==> config.mk <==
export PLATFORM = sky130hd
export DESIGN_NAME = heading_kalman_filter_top
export DESIGN_NICKNAME = d
export VERILOG_FILES = /design/src/hw/rtl/hkf_pkg.sv /design/src/hw/rtl/hkf_serial_mul.sv /design/src/hw/rtl/hkf_gain_div.sv /design/src/hw/rtl/heading_kalman_filter_top.sv
export SDC_FILE = /design/constraint.sdc
export NUM_CORES = 1
export LEC_CHECK = 0
export BUFFER_PORTS_ARGS = -buffer_cell sky130_fd_sc_hd__buf_2
export CAP_MARGIN = 10
export CORE_MARGIN = 2
export CORE_UTILIZATION = 50
export DETAILED_ROUTE_END_ITERATION = 7
export GPL_ROUTABILITY_DRIVEN = 0
export PLACE_DENSITY = 0.79
export SLEW_MARGIN = 5
export SYNTH_ARGS = -nofsm -noshare
export SYNTH_HDL_FRONTEND = slang
export SYNTH_SLANG_ARGS = --single-unit
export TNS_END_PERCENT = 10
==> constraint.sdc <==
create_clock -name clk -period 9.05 [get_ports clk]
set_input_delay 0.4525 -clock clk [delete_from_list [all_inputs] [get_ports clk]]
set_output_delay 0.4525 -clock clk [all_outputs]
set_load 0.01 [all_outputs]
==> src/hw/rtl/hkf_pkg.sv <==
// Shared widths, constants and types of the heading Kalman filter.
package hkf_pkg;

  localparam int AngleW = 19;
  localparam int VarW   = 32;
  localparam int DistW  = 24;
  localparam int RateW  = 22;
  localparam int MeasW  = 19;
  localparam int TsW    = 16;
  localparam int NoiseW = 24;
  localparam int FracW  = 16;

  localparam int GainW   = FracW + 1;
  localparam int MulAW   = 32;
  localparam int MulBW   = GainW;
  localparam int MulPW   = MulAW + MulBW;
  localparam int DivDenW = VarW + 1;
  localparam int DivNumW = VarW + GainW;
  localparam int InnovW  = RateW;
  localparam int WrapW   = 23;

  localparam int InDataW  = 104;
  localparam int OutDataW = 80;
  localparam int CfgIdxW  = 2;
  localparam int CfgDataW = 32;

  localparam logic [AngleW-1:0] AnglePi  = 19'd205887;
  localparam logic [AngleW-1:0] AngleTwoPi = 19'd411775;
  localparam logic [GainW-1:0]  GainOne  = 17'd65536;
  localparam logic [MulPW-1:0]  RoundHalf = MulPW'(32768);
  localparam int WrapSteps = 4;
  localparam logic [WrapW:0] WrapBias = (WrapW + 1)'(411775 * (2 ** (WrapSteps - 1)));

  localparam logic [TsW-1:0]    ResetTimeStep  = 16'd655;
  localparam logic [NoiseW-1:0] ResetGyroNoise = 24'd73185;
  localparam logic [AngleW-1:0] ResetAngle     = 19'd205887;
  localparam logic [VarW-1:0]   ResetVariance  = 32'd7319750;

  localparam logic OpGyro = 1'b0;
  localparam logic OpRow  = 1'b1;

  typedef enum logic [CfgIdxW-1:0] {
    CFG_TIME_STEP  = 2'd0,
    CFG_GYRO_NOISE = 2'd1,
    CFG_INIT_ANGLE = 2'd2,
    CFG_INIT_VAR   = 2'd3
  } cfg_idx_t;

  typedef struct packed {
    logic busy;
    logic done;
  } unit_stat_t;

endpackage

==> src/hw/rtl/hkf_serial_mul.sv <==
// Bit-serial shift-add multiplier, one multiplier bit per cycle.
module hkf_serial_mul (
  input  logic                      clk,
  input  logic                      rst_n,
  input  logic                      start,
  input  logic [hkf_pkg::MulAW-1:0] a,
  input  logic [hkf_pkg::MulBW-1:0] b,
  output logic [hkf_pkg::MulPW-1:0] product,
  output hkf_pkg::unit_stat_t       stat
);
  import hkf_pkg::*;

  localparam int CntW = $clog2(MulBW + 1);

  logic [MulPW-1:0] prod_r;
  logic [MulPW-1:0] prod_nxt;
  logic [MulAW-1:0] a_r;
  logic [CntW-1:0]  cnt_r;
  logic             busy_r;
  logic             done_r;
  logic [MulAW:0]   sum;

  always_comb begin
    sum      = {1'b0, prod_r[MulPW-1:MulBW]} + (prod_r[0] ? {1'b0, a_r} : '0);
    prod_nxt = {sum, prod_r[MulBW-1:1]};
  end

  always_ff @(posedge clk) begin
    if (!rst_n) begin
      busy_r <= 1'b0;
      done_r <= 1'b0;
      cnt_r  <= '0;
    end else begin
      done_r <= 1'b0;
      if (start) begin
        busy_r <= 1'b1;
        cnt_r  <= '0;
      end else if (busy_r) begin
        cnt_r <= cnt_r + 1'b1;
        if (cnt_r == CntW'(MulBW - 1)) begin
          busy_r <= 1'b0;
          done_r <= 1'b1;
        end
      end
    end
  end

  always_ff @(posedge clk) begin
    if (start) begin
      a_r    <= a;
      prod_r <= {{MulAW{1'b0}}, b};
    end else if (busy_r) begin
      prod_r <= prod_nxt;
    end
  end

  assign product   = prod_r;
  assign stat.busy = busy_r;
  assign stat.done = done_r;

endmodule

==> src/hw/rtl/hkf_gain_div.sv <==
// Restoring divider for the Kalman gain, one quotient bit per cycle.
module hkf_gain_div (
  input  logic                        clk,
  input  logic                        rst_n,
  input  logic                        start,
  input  logic [hkf_pkg::DivNumW-1:0] num,
  input  logic [hkf_pkg::DivDenW-1:0] den,
  output logic [hkf_pkg::GainW-1:0]   quotient,
  output hkf_pkg::unit_stat_t         stat
);
  import hkf_pkg::*;

  localparam int CntW = $clog2(GainW + 1);

  logic [DivDenW-1:0] rem_r;
  logic [DivDenW-1:0] rem_nxt;
  logic [DivDenW-1:0] den_r;
  logic [GainW-1:0]   qn_r;
  logic [CntW-1:0]    cnt_r;
  logic               busy_r;
  logic               done_r;
  logic [DivDenW:0]   trial;
  logic [DivDenW:0]   diff;
  logic               fits;

  always_comb begin
    trial   = {rem_r, qn_r[GainW-1]};
    diff    = trial - {1'b0, den_r};
    fits    = (trial >= {1'b0, den_r});
    rem_nxt = fits ? diff[DivDenW-1:0] : trial[DivDenW-1:0];
  end

  always_ff @(posedge clk) begin
    if (!rst_n) begin
      busy_r <= 1'b0;
      done_r <= 1'b0;
      cnt_r  <= '0;
    end else begin
      done_r <= 1'b0;
      if (start) begin
        busy_r <= 1'b1;
        cnt_r  <= '0;
      end else if (busy_r) begin
        cnt_r <= cnt_r + 1'b1;
        if (cnt_r == CntW'(GainW - 1)) begin
          busy_r <= 1'b0;
          done_r <= 1'b1;
        end
      end
    end
  end

  always_ff @(posedge clk) begin
    if (start) begin
      rem_r <= {1'b0, num[DivNumW-1:GainW]};
      qn_r  <= num[GainW-1:0];
      den_r <= den;
    end else if (busy_r) begin
      rem_r <= rem_nxt;
      qn_r  <= {qn_r[GainW-2:0], fits};
    end
  end

  assign quotient  = qn_r;
  assign stat.busy = busy_r;
  assign stat.done = done_r;

endmodule

==> src/hw/rtl/heading_kalman_filter_top.sv <==
// Top level of the scalar heading Kalman filter with serial arithmetic.
//
// Channel  Direction  Transfer when              Payload
// in_      input      in_tvalid & in_tready      tuser opcode, tdata item fields
// out_     output     out_tvalid & out_tready    tuser was_correction, tdata estimate
// cfg_     input      cfg_wr_en                  cfg_index, cfg_wr_data
//
// The work of an item runs through the 17-step serial multiplier, used twice per item, the
// 17-step gain divider on row items whose variance sum is not zero, and a four-step angle wrap.
// One item is in work at a time.
// Reset is synchronous and loads the register reset values into the estimate.
// A finished result waits in the output register while the next item is taken.
module heading_kalman_filter_top (
  input  logic                         clk,
  input  logic                         rst_n,
  input  logic                         in_tvalid,
  output logic                         in_tready,
  // yaw_rate, measured_angle, measure_variance, lateral_distance, zero fill
  input  logic [hkf_pkg::InDataW-1:0]  in_tdata,
  // opcode
  input  logic                         in_tuser,
  output logic                         out_tvalid,
  input  logic                         out_tready,
  // heading_error, heading_variance, distance_out, zero fill
  output logic [hkf_pkg::OutDataW-1:0] out_tdata,
  // was_correction
  output logic                         out_tuser,
  input  logic                         cfg_wr_en,
  input  logic [hkf_pkg::CfgIdxW-1:0]  cfg_index,
  input  logic [hkf_pkg::CfgDataW-1:0] cfg_wr_data
);
  import hkf_pkg::*;

  typedef enum logic [2:0] {
    S_IDLE,
    S_DIV,
    S_MUL1,
    S_MUL2,
    S_WRAP,
    S_EMIT
  } state_t;

  state_t state_r;

  logic [TsW-1:0]     time_step_r;
  logic [NoiseW-1:0]  gyro_noise_r;
  logic [AngleW-1:0]  angle_r;
  logic [VarW-1:0]    var_r;
  logic [DistW-1:0]   dist_r;
  logic               op_r;
  logic               sign_r;
  logic [RateW-1:0]   mag_r;
  logic [GainW-1:0]   gain_r;
  logic [WrapW-1:0]   wrap_r;
  logic [1:0]         k_r;

  logic               mul_start_r;
  logic [MulAW-1:0]   mul_a_r;
  logic [MulBW-1:0]   mul_b_r;
  logic               div_start_r;
  logic [DivNumW-1:0] div_num_r;
  logic [DivDenW-1:0] div_den_r;

  logic               out_tvalid_r;
  logic               out_tuser_r;
  logic [AngleW-1:0]  out_err_r;
  logic [VarW-1:0]    out_var_r;
  logic [DistW-1:0]   out_dist_r;

  logic [MulPW-1:0]   mul_prod;
  unit_stat_t         mul_stat;
  logic [GainW-1:0]   div_q;
  unit_stat_t         div_stat;

  logic [RateW-1:0]   in_rate;
  logic [MeasW-1:0]   in_meas;
  logic [VarW-1:0]    in_mvar;
  logic [DistW-1:0]   in_dist;
  logic               in_xfer;

  logic [RateW-1:0]   rate_mag;
  logic [InnovW-1:0]  innov;
  logic [InnovW-1:0]  innov_mag;
  logic [DivDenW-1:0] var_sum;
  logic [DivNumW-1:0] gain_num;
  logic [GainW-1:0]   gain_sat;
  logic [MulPW-1:0]   rnd_full;
  logic [MulPW-FracW-1:0] rnd;
  logic [WrapW:0]     angle_base;
  logic [WrapW:0]     corr_ext;
  logic [WrapW:0]     angle_sum;
  logic [VarW:0]      var_grow;
  logic [VarW-1:0]    var_pred;
  logic [WrapW-1:0]   wrap_lim;
  logic [WrapW-1:0]   wrap_nxt;
  logic [AngleW-1:0]  cfg_angle;

  assign in_rate = in_tdata[RateW-1:0];
  assign in_meas = in_tdata[RateW+MeasW-1:RateW];
  assign in_mvar = in_tdata[RateW+MeasW+VarW-1:RateW+MeasW];
  assign in_dist = in_tdata[RateW+MeasW+VarW+DistW-1:RateW+MeasW+VarW];
  assign in_xfer = in_tvalid && in_tready;

  always_comb begin
    rate_mag   = in_rate[RateW-1] ? (~in_rate + 1'b1) : in_rate;
    innov      = {{(InnovW-MeasW){in_meas[MeasW-1]}}, in_meas}
               + InnovW'(AnglePi) - {{(InnovW-AngleW){1'b0}}, angle_r};
    innov_mag  = innov[InnovW-1] ? (~innov + 1'b1) : innov;
    var_sum    = {1'b0, var_r} + {1'b0, in_mvar};
    gain_num   = {1'b0, var_r, {FracW{1'b0}}}
               + {{(DivNumW-VarW){1'b0}}, var_sum[DivDenW-1:1]};
    gain_sat   = (div_q > GainOne) ? GainOne : div_q;
    rnd_full   = mul_prod + RoundHalf;
    rnd        = rnd_full[MulPW-1:FracW];
    angle_base = {{(WrapW+1-AngleW){1'b0}}, angle_r} + WrapBias;
    corr_ext   = {{(WrapW+1-RateW){1'b0}}, rnd[RateW-1:0]};
    angle_sum  = sign_r ? (angle_base - corr_ext) : (angle_base + corr_ext);
    var_grow   = {1'b0, var_r} + {{(VarW-NoiseW){1'b0}}, rnd[NoiseW:0]};
    var_pred   = var_grow[VarW] ? {VarW{1'b1}} : var_grow[VarW-1:0];
    wrap_lim   = {{(WrapW-AngleW){1'b0}}, AngleTwoPi} << k_r;
    wrap_nxt   = (wrap_r >= wrap_lim) ? (wrap_r - wrap_lim) : wrap_r;
    cfg_angle  = (cfg_wr_data[AngleW-1:0] >= AngleTwoPi)
               ? (cfg_wr_data[AngleW-1:0] - AngleTwoPi) : cfg_wr_data[AngleW-1:0];
  end

  hkf_serial_mul u_mul (
    .clk     (clk),
    .rst_n   (rst_n),
    .start   (mul_start_r),
    .a       (mul_a_r),
    .b       (mul_b_r),
    .product (mul_prod),
    .stat    (mul_stat)
  );

  hkf_gain_div u_div (
    .clk      (clk),
    .rst_n    (rst_n),
    .start    (div_start_r),
    .num      (div_num_r),
    .den      (div_den_r),
    .quotient (div_q),
    .stat     (div_stat)
  );

  always_ff @(posedge clk) begin
    if (!rst_n) begin
      state_r      <= S_IDLE;
      time_step_r  <= ResetTimeStep;
      gyro_noise_r <= ResetGyroNoise;
      angle_r      <= ResetAngle;
      var_r        <= ResetVariance;
      dist_r       <= '0;
      mul_start_r  <= 1'b0;
      div_start_r  <= 1'b0;
      out_tvalid_r <= 1'b0;
    end else begin
      mul_start_r <= 1'b0;
      div_start_r <= 1'b0;
      if (out_tvalid_r && out_tready && (state_r != S_EMIT)) begin
        out_tvalid_r <= 1'b0;
      end
      unique case (state_r)
        S_IDLE: begin
          if (in_xfer) begin
            op_r <= in_tuser;
            if (in_tuser == OpGyro) begin
              sign_r      <= in_rate[RateW-1];
              mag_r       <= rate_mag;
              mul_a_r     <= MulAW'(rate_mag);
              mul_b_r     <= {1'b0, time_step_r};
              mul_start_r <= 1'b1;
              state_r     <= S_MUL1;
            end else begin
              dist_r <= in_dist;
              sign_r <= innov[InnovW-1];
              mag_r  <= innov_mag;
              if (var_sum == '0) begin
                gain_r      <= '0;
                mul_a_r     <= MulAW'(innov_mag);
                mul_b_r     <= '0;
                mul_start_r <= 1'b1;
                state_r     <= S_MUL1;
              end else begin
                div_num_r   <= gain_num;
                div_den_r   <= var_sum;
                div_start_r <= 1'b1;
                state_r     <= S_DIV;
              end
            end
          end
        end
        S_DIV: begin
          if (div_stat.done) begin
            gain_r      <= gain_sat;
            mul_a_r     <= MulAW'(mag_r);
            mul_b_r     <= gain_sat;
            mul_start_r <= 1'b1;
            state_r     <= S_MUL1;
          end
        end
        S_MUL1: begin
          if (mul_stat.done) begin
            wrap_r <= angle_sum[WrapW-1:0];
            if (op_r == OpGyro) begin
              mul_a_r <= MulAW'(gyro_noise_r);
              mul_b_r <= {1'b0, time_step_r};
            end else begin
              mul_a_r <= var_r;
              mul_b_r <= GainOne - gain_r;
            end
            mul_start_r <= 1'b1;
            state_r     <= S_MUL2;
          end
        end
        S_MUL2: begin
          if (mul_stat.done) begin
            var_r   <= (op_r == OpGyro) ? var_pred : rnd[VarW-1:0];
            k_r     <= 2'(WrapSteps - 1);
            state_r <= S_WRAP;
          end
        end
        S_WRAP: begin
          wrap_r <= wrap_nxt;
          if (k_r == '0) begin
            angle_r <= wrap_nxt[AngleW-1:0];
            state_r <= S_EMIT;
          end else begin
            k_r <= k_r - 1'b1;
          end
        end
        S_EMIT: begin
          if (!out_tvalid_r || out_tready) begin
            out_tvalid_r <= 1'b1;
            out_tuser_r  <= op_r;
            out_err_r    <= angle_r - AnglePi;
            out_var_r    <= var_r;
            out_dist_r   <= dist_r;
            state_r      <= S_IDLE;
          end
        end
        default: state_r <= S_IDLE;
      endcase
      if (cfg_wr_en) begin
        unique case (cfg_idx_t'(cfg_index))
          CFG_TIME_STEP:  time_step_r  <= cfg_wr_data[TsW-1:0];
          CFG_GYRO_NOISE: gyro_noise_r <= cfg_wr_data[NoiseW-1:0];
          CFG_INIT_ANGLE: angle_r      <= cfg_angle;
          CFG_INIT_VAR:   var_r        <= cfg_wr_data[VarW-1:0];
        endcase
      end
    end
  end

  assign in_tready  = (state_r == S_IDLE);
  assign out_tvalid = out_tvalid_r;
  assign out_tuser  = out_tuser_r;
  assign out_tdata  = {{(OutDataW-AngleW-VarW-DistW){1'b0}}, out_dist_r, out_var_r, out_err_r};

endmodule

After elaboration in Yosys (flattened, before gate mapping) --
Cells that the tools add are included.
Word-level totals: register bits after elaboration 572, latch bits 0, bits in writable memories 0, bits in read-only memories 0, output and inout port bits 83, memories kept 0
Operators by class: add/sub/neg operators 20, multiply operators 0, divide/modulo/power cells 0, order comparisons 4, equal/unequal tests 22, shift operators 1, muxes and demuxes 75, bitwise operators 6, reduce and logical (&&, ||, !) cells 32
Operators with widths (count):
- 2-to-1 mux 32 bit | 15
- 2-to-1 mux 17 bit | 13
- one-hot mux 32 bit (3 select lines) | 1
- 2-to-1 mux 19 bit | 5
- 2-to-1 mux 23 bit | 3
- adder 32 x 32 -> 33 bit | 2
- 2-to-1 mux 22 bit | 3
- one-hot mux 17 bit (3 select lines) | 1
- adder 48 x 32 -> 49 bit | 1
- adder 48 x 16 -> 48 bit, second input constant | 1
- one-hot mux 23 bit (2 select lines) | 1
- adder 22 x 1 -> 22 bit, second input constant | 2
- NOT 22 bit | 2
- >= comparator 34 x 33 -> 1 bit | 1
- one-hot mux 17 bit (2 select lines) | 1
- adder 32 x 25 -> 33 bit | 1
- logical NOT 33 bit | 1
- 2-to-1 mux 33 bit | 1
- subtractor 33 bit | 1
- adder 19 x 22 -> 23 bit, second input constant | 1
- adder 23 x 22 -> 23 bit | 1
- >= comparator 23 bit | 1
- << shifter 19 x 2 -> 23 bit, first input constant | 1
- subtractor 23 x 22 -> 23 bit | 1
- other kinds (41) | 99

Depth between registers and ports, before layout --
depth after elaboration 9, mapped depth 22, gate-level depth less buffers 21

Hierarchy --
A second synthesis with hierarchy kept.
Second synthesis, totals: cell total of the unflattened synthesis 3776, area, all modules 35873.2 um^2
By module, submodules not included:
- heading_kalman_filter_top | instances 1, cells each 2728, area each 25060.3 um^2, seq. area each 10139.7 um^2
- hkf_gain_div | instances 1, cells each 567, area each 5803.1 um^2, seq. area each 2622.5 um^2
- hkf_serial_mul | instances 1, cells each 481, area each 5009.8 um^2, seq. area each 2252.2 um^2

Worst setup path before layout --
No wires, ideal clock.
path kind input-to-reg, start point in in_tdata[41] (netlist name), end point reg mul_a_r[0] (enable), library setup time 0.485 ns, arrival 5.969 ns, data required time 8.565 ns, slack 2.597 ns, stages on the path 13, buffers on the path 0, cell sequence ha_1 -> fa_1 -> a21o_1 -> a221o_2 -> a211oi_2 -> or2_1 -> xnor2_1 -> or4_4 -> nor4_2 -> nand4_1 -> nor4_2 -> nand3_2 -> a31oi_1
On the way: word-level cells in the longest chain between the ends 4
RTL lines:
- start, declared | RTL line heading_kalman_filter_top.sv:19 | input logic [hkf_pkg::InDataW-1:0] in_tdata,
- adder 32 x 32 -> 33 bit | RTL line heading_kalman_filter_top.sv:109 | var_sum = {1'b0, var_r} + {1'b0, in_mvar};
- logical NOT 33 bit | RTL line heading_kalman_filter_top.sv:178 | if (var_sum == '0) begin
- inequality test 3 x 2 -> 1 bit (no source line)
- AND reduction 6 bit (no source line)
- end signal, assigned | RTL line heading_kalman_filter_top.sv:170 | mul_a_r <= MulAW'(rate_mag);
- end signal, assigned | RTL line heading_kalman_filter_top.sv:180 | mul_a_r <= MulAW'(innov_mag);
- end signal, assigned | RTL line heading_kalman_filter_top.sv:196 | mul_a_r <= MulAW'(mag_r);
- end, declared | RTL line heading_kalman_filter_top.sv:58 | logic [MulAW-1:0] mul_a_r;
Every way passes these cells. A chain may end at the register's enable or synchronous reset.

Final worst setup path --
start point reg var_r[2], end point reg div_num_r[42] (data pin)
On the way: word-level cells in the longest chain between the ends 2
RTL lines:
- start, declared | RTL line heading_kalman_filter_top.sv:48 | logic [VarW-1:0] var_r;
- start signal, assigned | RTL line heading_kalman_filter_top.sv:152 | var_r <= ResetVariance;
- start signal, assigned | RTL line heading_kalman_filter_top.sv:218 | var_r <= (op_r == OpGyro) ? var_pred : rnd[VarW-1:0];
- start signal, assigned | RTL line heading_kalman_filter_top.sv:249 | CFG_INIT_VAR: var_r <= cfg_wr_data[VarW-1:0];
- adder 32 x 32 -> 33 bit | RTL line heading_kalman_filter_top.sv:109
- via var_sum[17] | RTL line heading_kalman_filter_top.sv:84 | logic [DivDenW-1:0] var_sum;
- adder 48 x 32 -> 49 bit | RTL line heading_kalman_filter_top.sv:111 | + {{(DivNumW-VarW){1'b0}}, var_sum[DivDenW-1:1]};
- via gain_num[42] | RTL line heading_kalman_filter_top.sv:85 | logic [DivNumW-1:0] gain_num;
- end signal, assigned | RTL line heading_kalman_filter_top.sv:185 | div_num_r <= gain_num;
- end, declared | RTL line heading_kalman_filter_top.sv:61 | logic [DivNumW-1:0] div_num_r;
The timed path passes the listed nets, and every way through them passes these cells.

==> results.md <==
* Status: complete, no violations
* Most common flop cell mapped by yosys: edfxtp_1
* Number of global-route vias before repair at roughly 28000
* Residual DRC at 0
* Via count at ~30000
* Hold Vio Cnt, Final at 0
* Drt pass-1 iters at 6
* Synthesized cell area at 0.03539 mm²
* Slew HR at 0.2216
* Largest cells by area after synthesis: edfxtp_1 33%, dfxtp_1 9.5%, ha_1 8.2%
* Initial DRC count at approximately 3600
* Post-CTS Setup Inserts at 0
* Cell Area, Placed at ~0.037 mm²
* Setup violations, final at 0
* Clk root buf: clkbuf_16
* TNS Setup at 0 ps
* GRT Residual Overflow at 0
* Largest net degree at the start of global routing at 81
* Nets at 4180
* Max clock buf depth at 3
* CTS Sinks at 556
* Synth Instances at 3633
* Crit path time final at 6602 ps
* Startpoint Class: register
* Area grow syn2layout at 11.45%
* Worst skew pair latency at 650 ps
* All-layer global routing usage at 0.2757
* Clock transition at path regs at 60 ps
* Vias per cell at 6.180
* Cell with the most instances after synthesis: edfxtp_1
* Yosys warning total at 0
* Row count at 97
* WL per Instance at 21.74 µm
* Yosys top cell by area: edfxtp_1
* EDFF count, synth at 388
* Mapped Avg Cell Area at between 9 and 10 µm²
* Share of the synthesized area in the top cell type at 0.3292
* Share of layout cells above drive strength 1 at 0.1268
* Global-route wire length before repair at 158.2 mm
* RSZ-0062 raised after global routing: false
* Async SR Flop Fraction at 0
* H-tree Lvls at 2
* Die Ht at between 200 and 300 µm
* Crit end category: register
* Worst EP arrival at 6960 ps
* Cell area after layout at 0.03944 mm²
* ANT nets after route at 0
* Initial Util at 0.5054
* Die X at 270.1 µm
* Total wire length at 104.2 mm
* Leakage at 16.03 nW
* Fin crit share at 0.7295
* Critical path data required time at 9410 ps
* TritonCTS clock tree: yes
* Post-CTS sizing at 0
* Post-Route Utilization at 0.5633
* IO Pins at 227
* IO buf count at 214
* Core area at between 0.07 and 0.08 mm²
* Dpl hpwl at between 70 and 80 mm
* Synthesized flop and latch total at roughly 560
* Hold_buf cts at 0
* PwrDens at 224.2 mW/mm²
* Die area at 0.07293 mm²
* Setup CP Type: reg2reg
* Slew Limit Fails at 0
* Clock skew at 35.32 ps
* Synth unique cells at 104
* Peak supply drop at between 0.15 and 0.2 mV
* Slew @ Worst Pin at 1163 ps
* Hold crit path type: in2reg
* Achievable clock frequency at 151.5 MHz
* Post-synthesis sequential area ratio at 0.4242
* Critical path peak fanout at 8
* Initial antenna violation count at 8
* Max-Cap Viols at 0
* CTS Buf Count at 60
* Top cells by count, synth: 388 x edfxtp_1, 343 x nand2_1, 249 x nor2_1
-- critical path, stage by stage, from the launching register on --
cell,delay [ps]
dfxtp_1,650
ha_1,340
a21o_1,140
nand2_1,80
a31oi_1,630
o21ai_0,360
o21a_1,290
xnor2_1,410
ha_1,280
inv_1,70
fa_1,400
nor2b_1,110
o21ai_0,110
a21boi_1,230
o21a_1,160
o21ai_0,100
nand2b_1,140
a41oi_1,180
a21oi_1,300
a41oi_1,420
a2111oi_0,770
xor2_1,150
-- final cells by class --
class / count / area (µm²)
fill: 5909 / 30580
multi-input combinational: 2742 / 19100
sequential: 556 / 15020
clock buffer: 81 / 1734
timing repair buffer: 258 / 1404
tap: 940 / 1176
inverter: 178 / 668.1
clock inverter: 33 / 324.1
antenna: 5 / 12.51
-- kinds of logic after synthesis --
| kind of cell | count (synthesis) | synth area share |
|---|---|---|
| flops | 556 | 0.4242 |
| fa+ha+maj | 240 | 0.08654 |
| compound gates | 935 | 0.1782 |
| xor+xnor | 328 | 0.08138 |
| buf+inv | 339 | 0.03800 |
| other cells | 1 | 0.0001060 |
| simple gates | 1111 | 0.1545 |
| mux | 123 | 0.03698 |
-- through the flow --
step	setup slack [ps]	hold slack, ps	std cells	power [W]
3_3_place_gp	3142	400.3	4673	0.006174
3_5_place_dp	2750	404.5	4673	0.006238
2_1_floorplan	2597	400.3	3637	0.005490
5_1_grt	2177	50.02	4793	0.009261
6_report	2448	46.75	4793	0.008845
4_1_cts	2645	25.04	4787	0.008775
-- flip-flops by register name, indices dropped and copies added (netlist names), 32 cells and up --
signal	flops
var_r	32
u_mul.product	49
mul_a_r	32
u_div.den_r	33
div_num_r	49
u_div.rem_r	33
u_mul.a_r	32
out_var_r	32
-- final timing paths --
kind / slack (ps) / cells after the start / endpoint / start
worst max-delay path: 2450 / 21 / div_num_r[42] / var_r[2]
worst min-delay path: 50 / 3 / dist_r[1] / in_tdata[74]
worst max register to register: 2450 / 21 / div_num_r[42] / var_r[2]
worst min register to register: 420 / 0 / u_div.den_r[21] / div_den_r[21]
-- metal layers --
layer | track usage | wire length (µm)
met5 | 0 | 36
met4 | 0.1193 | 4698
met3 | 0.06001 | 11760
met2 | 0.4284 | 46110
met1 | 0.3708 | 41590
-- power by group --
| group | switching (W) | internal, W |
|---|---|---|
| Sequential | 0.000212 | 0.00301 |
| Combinational | 0.00183 | 0.00126 |
| Clock | 0.00107 | 0.00146 |
| Total | 0.00312 | 0.00573 |
-- cell usage in the layout, fill, tap and decap left out, drive strengths merged, types with 95 or more instances in the layout --
cell type and instances:
a21o 107, a21oi 219, buf 257, dfxtp 168
edfxtp 388, ha 232, inv 183, nand2 343
nand3 95, nor2 251, o21ai 180, xnor2 201
xor2 127
Power figures use the tool's default switching activity.
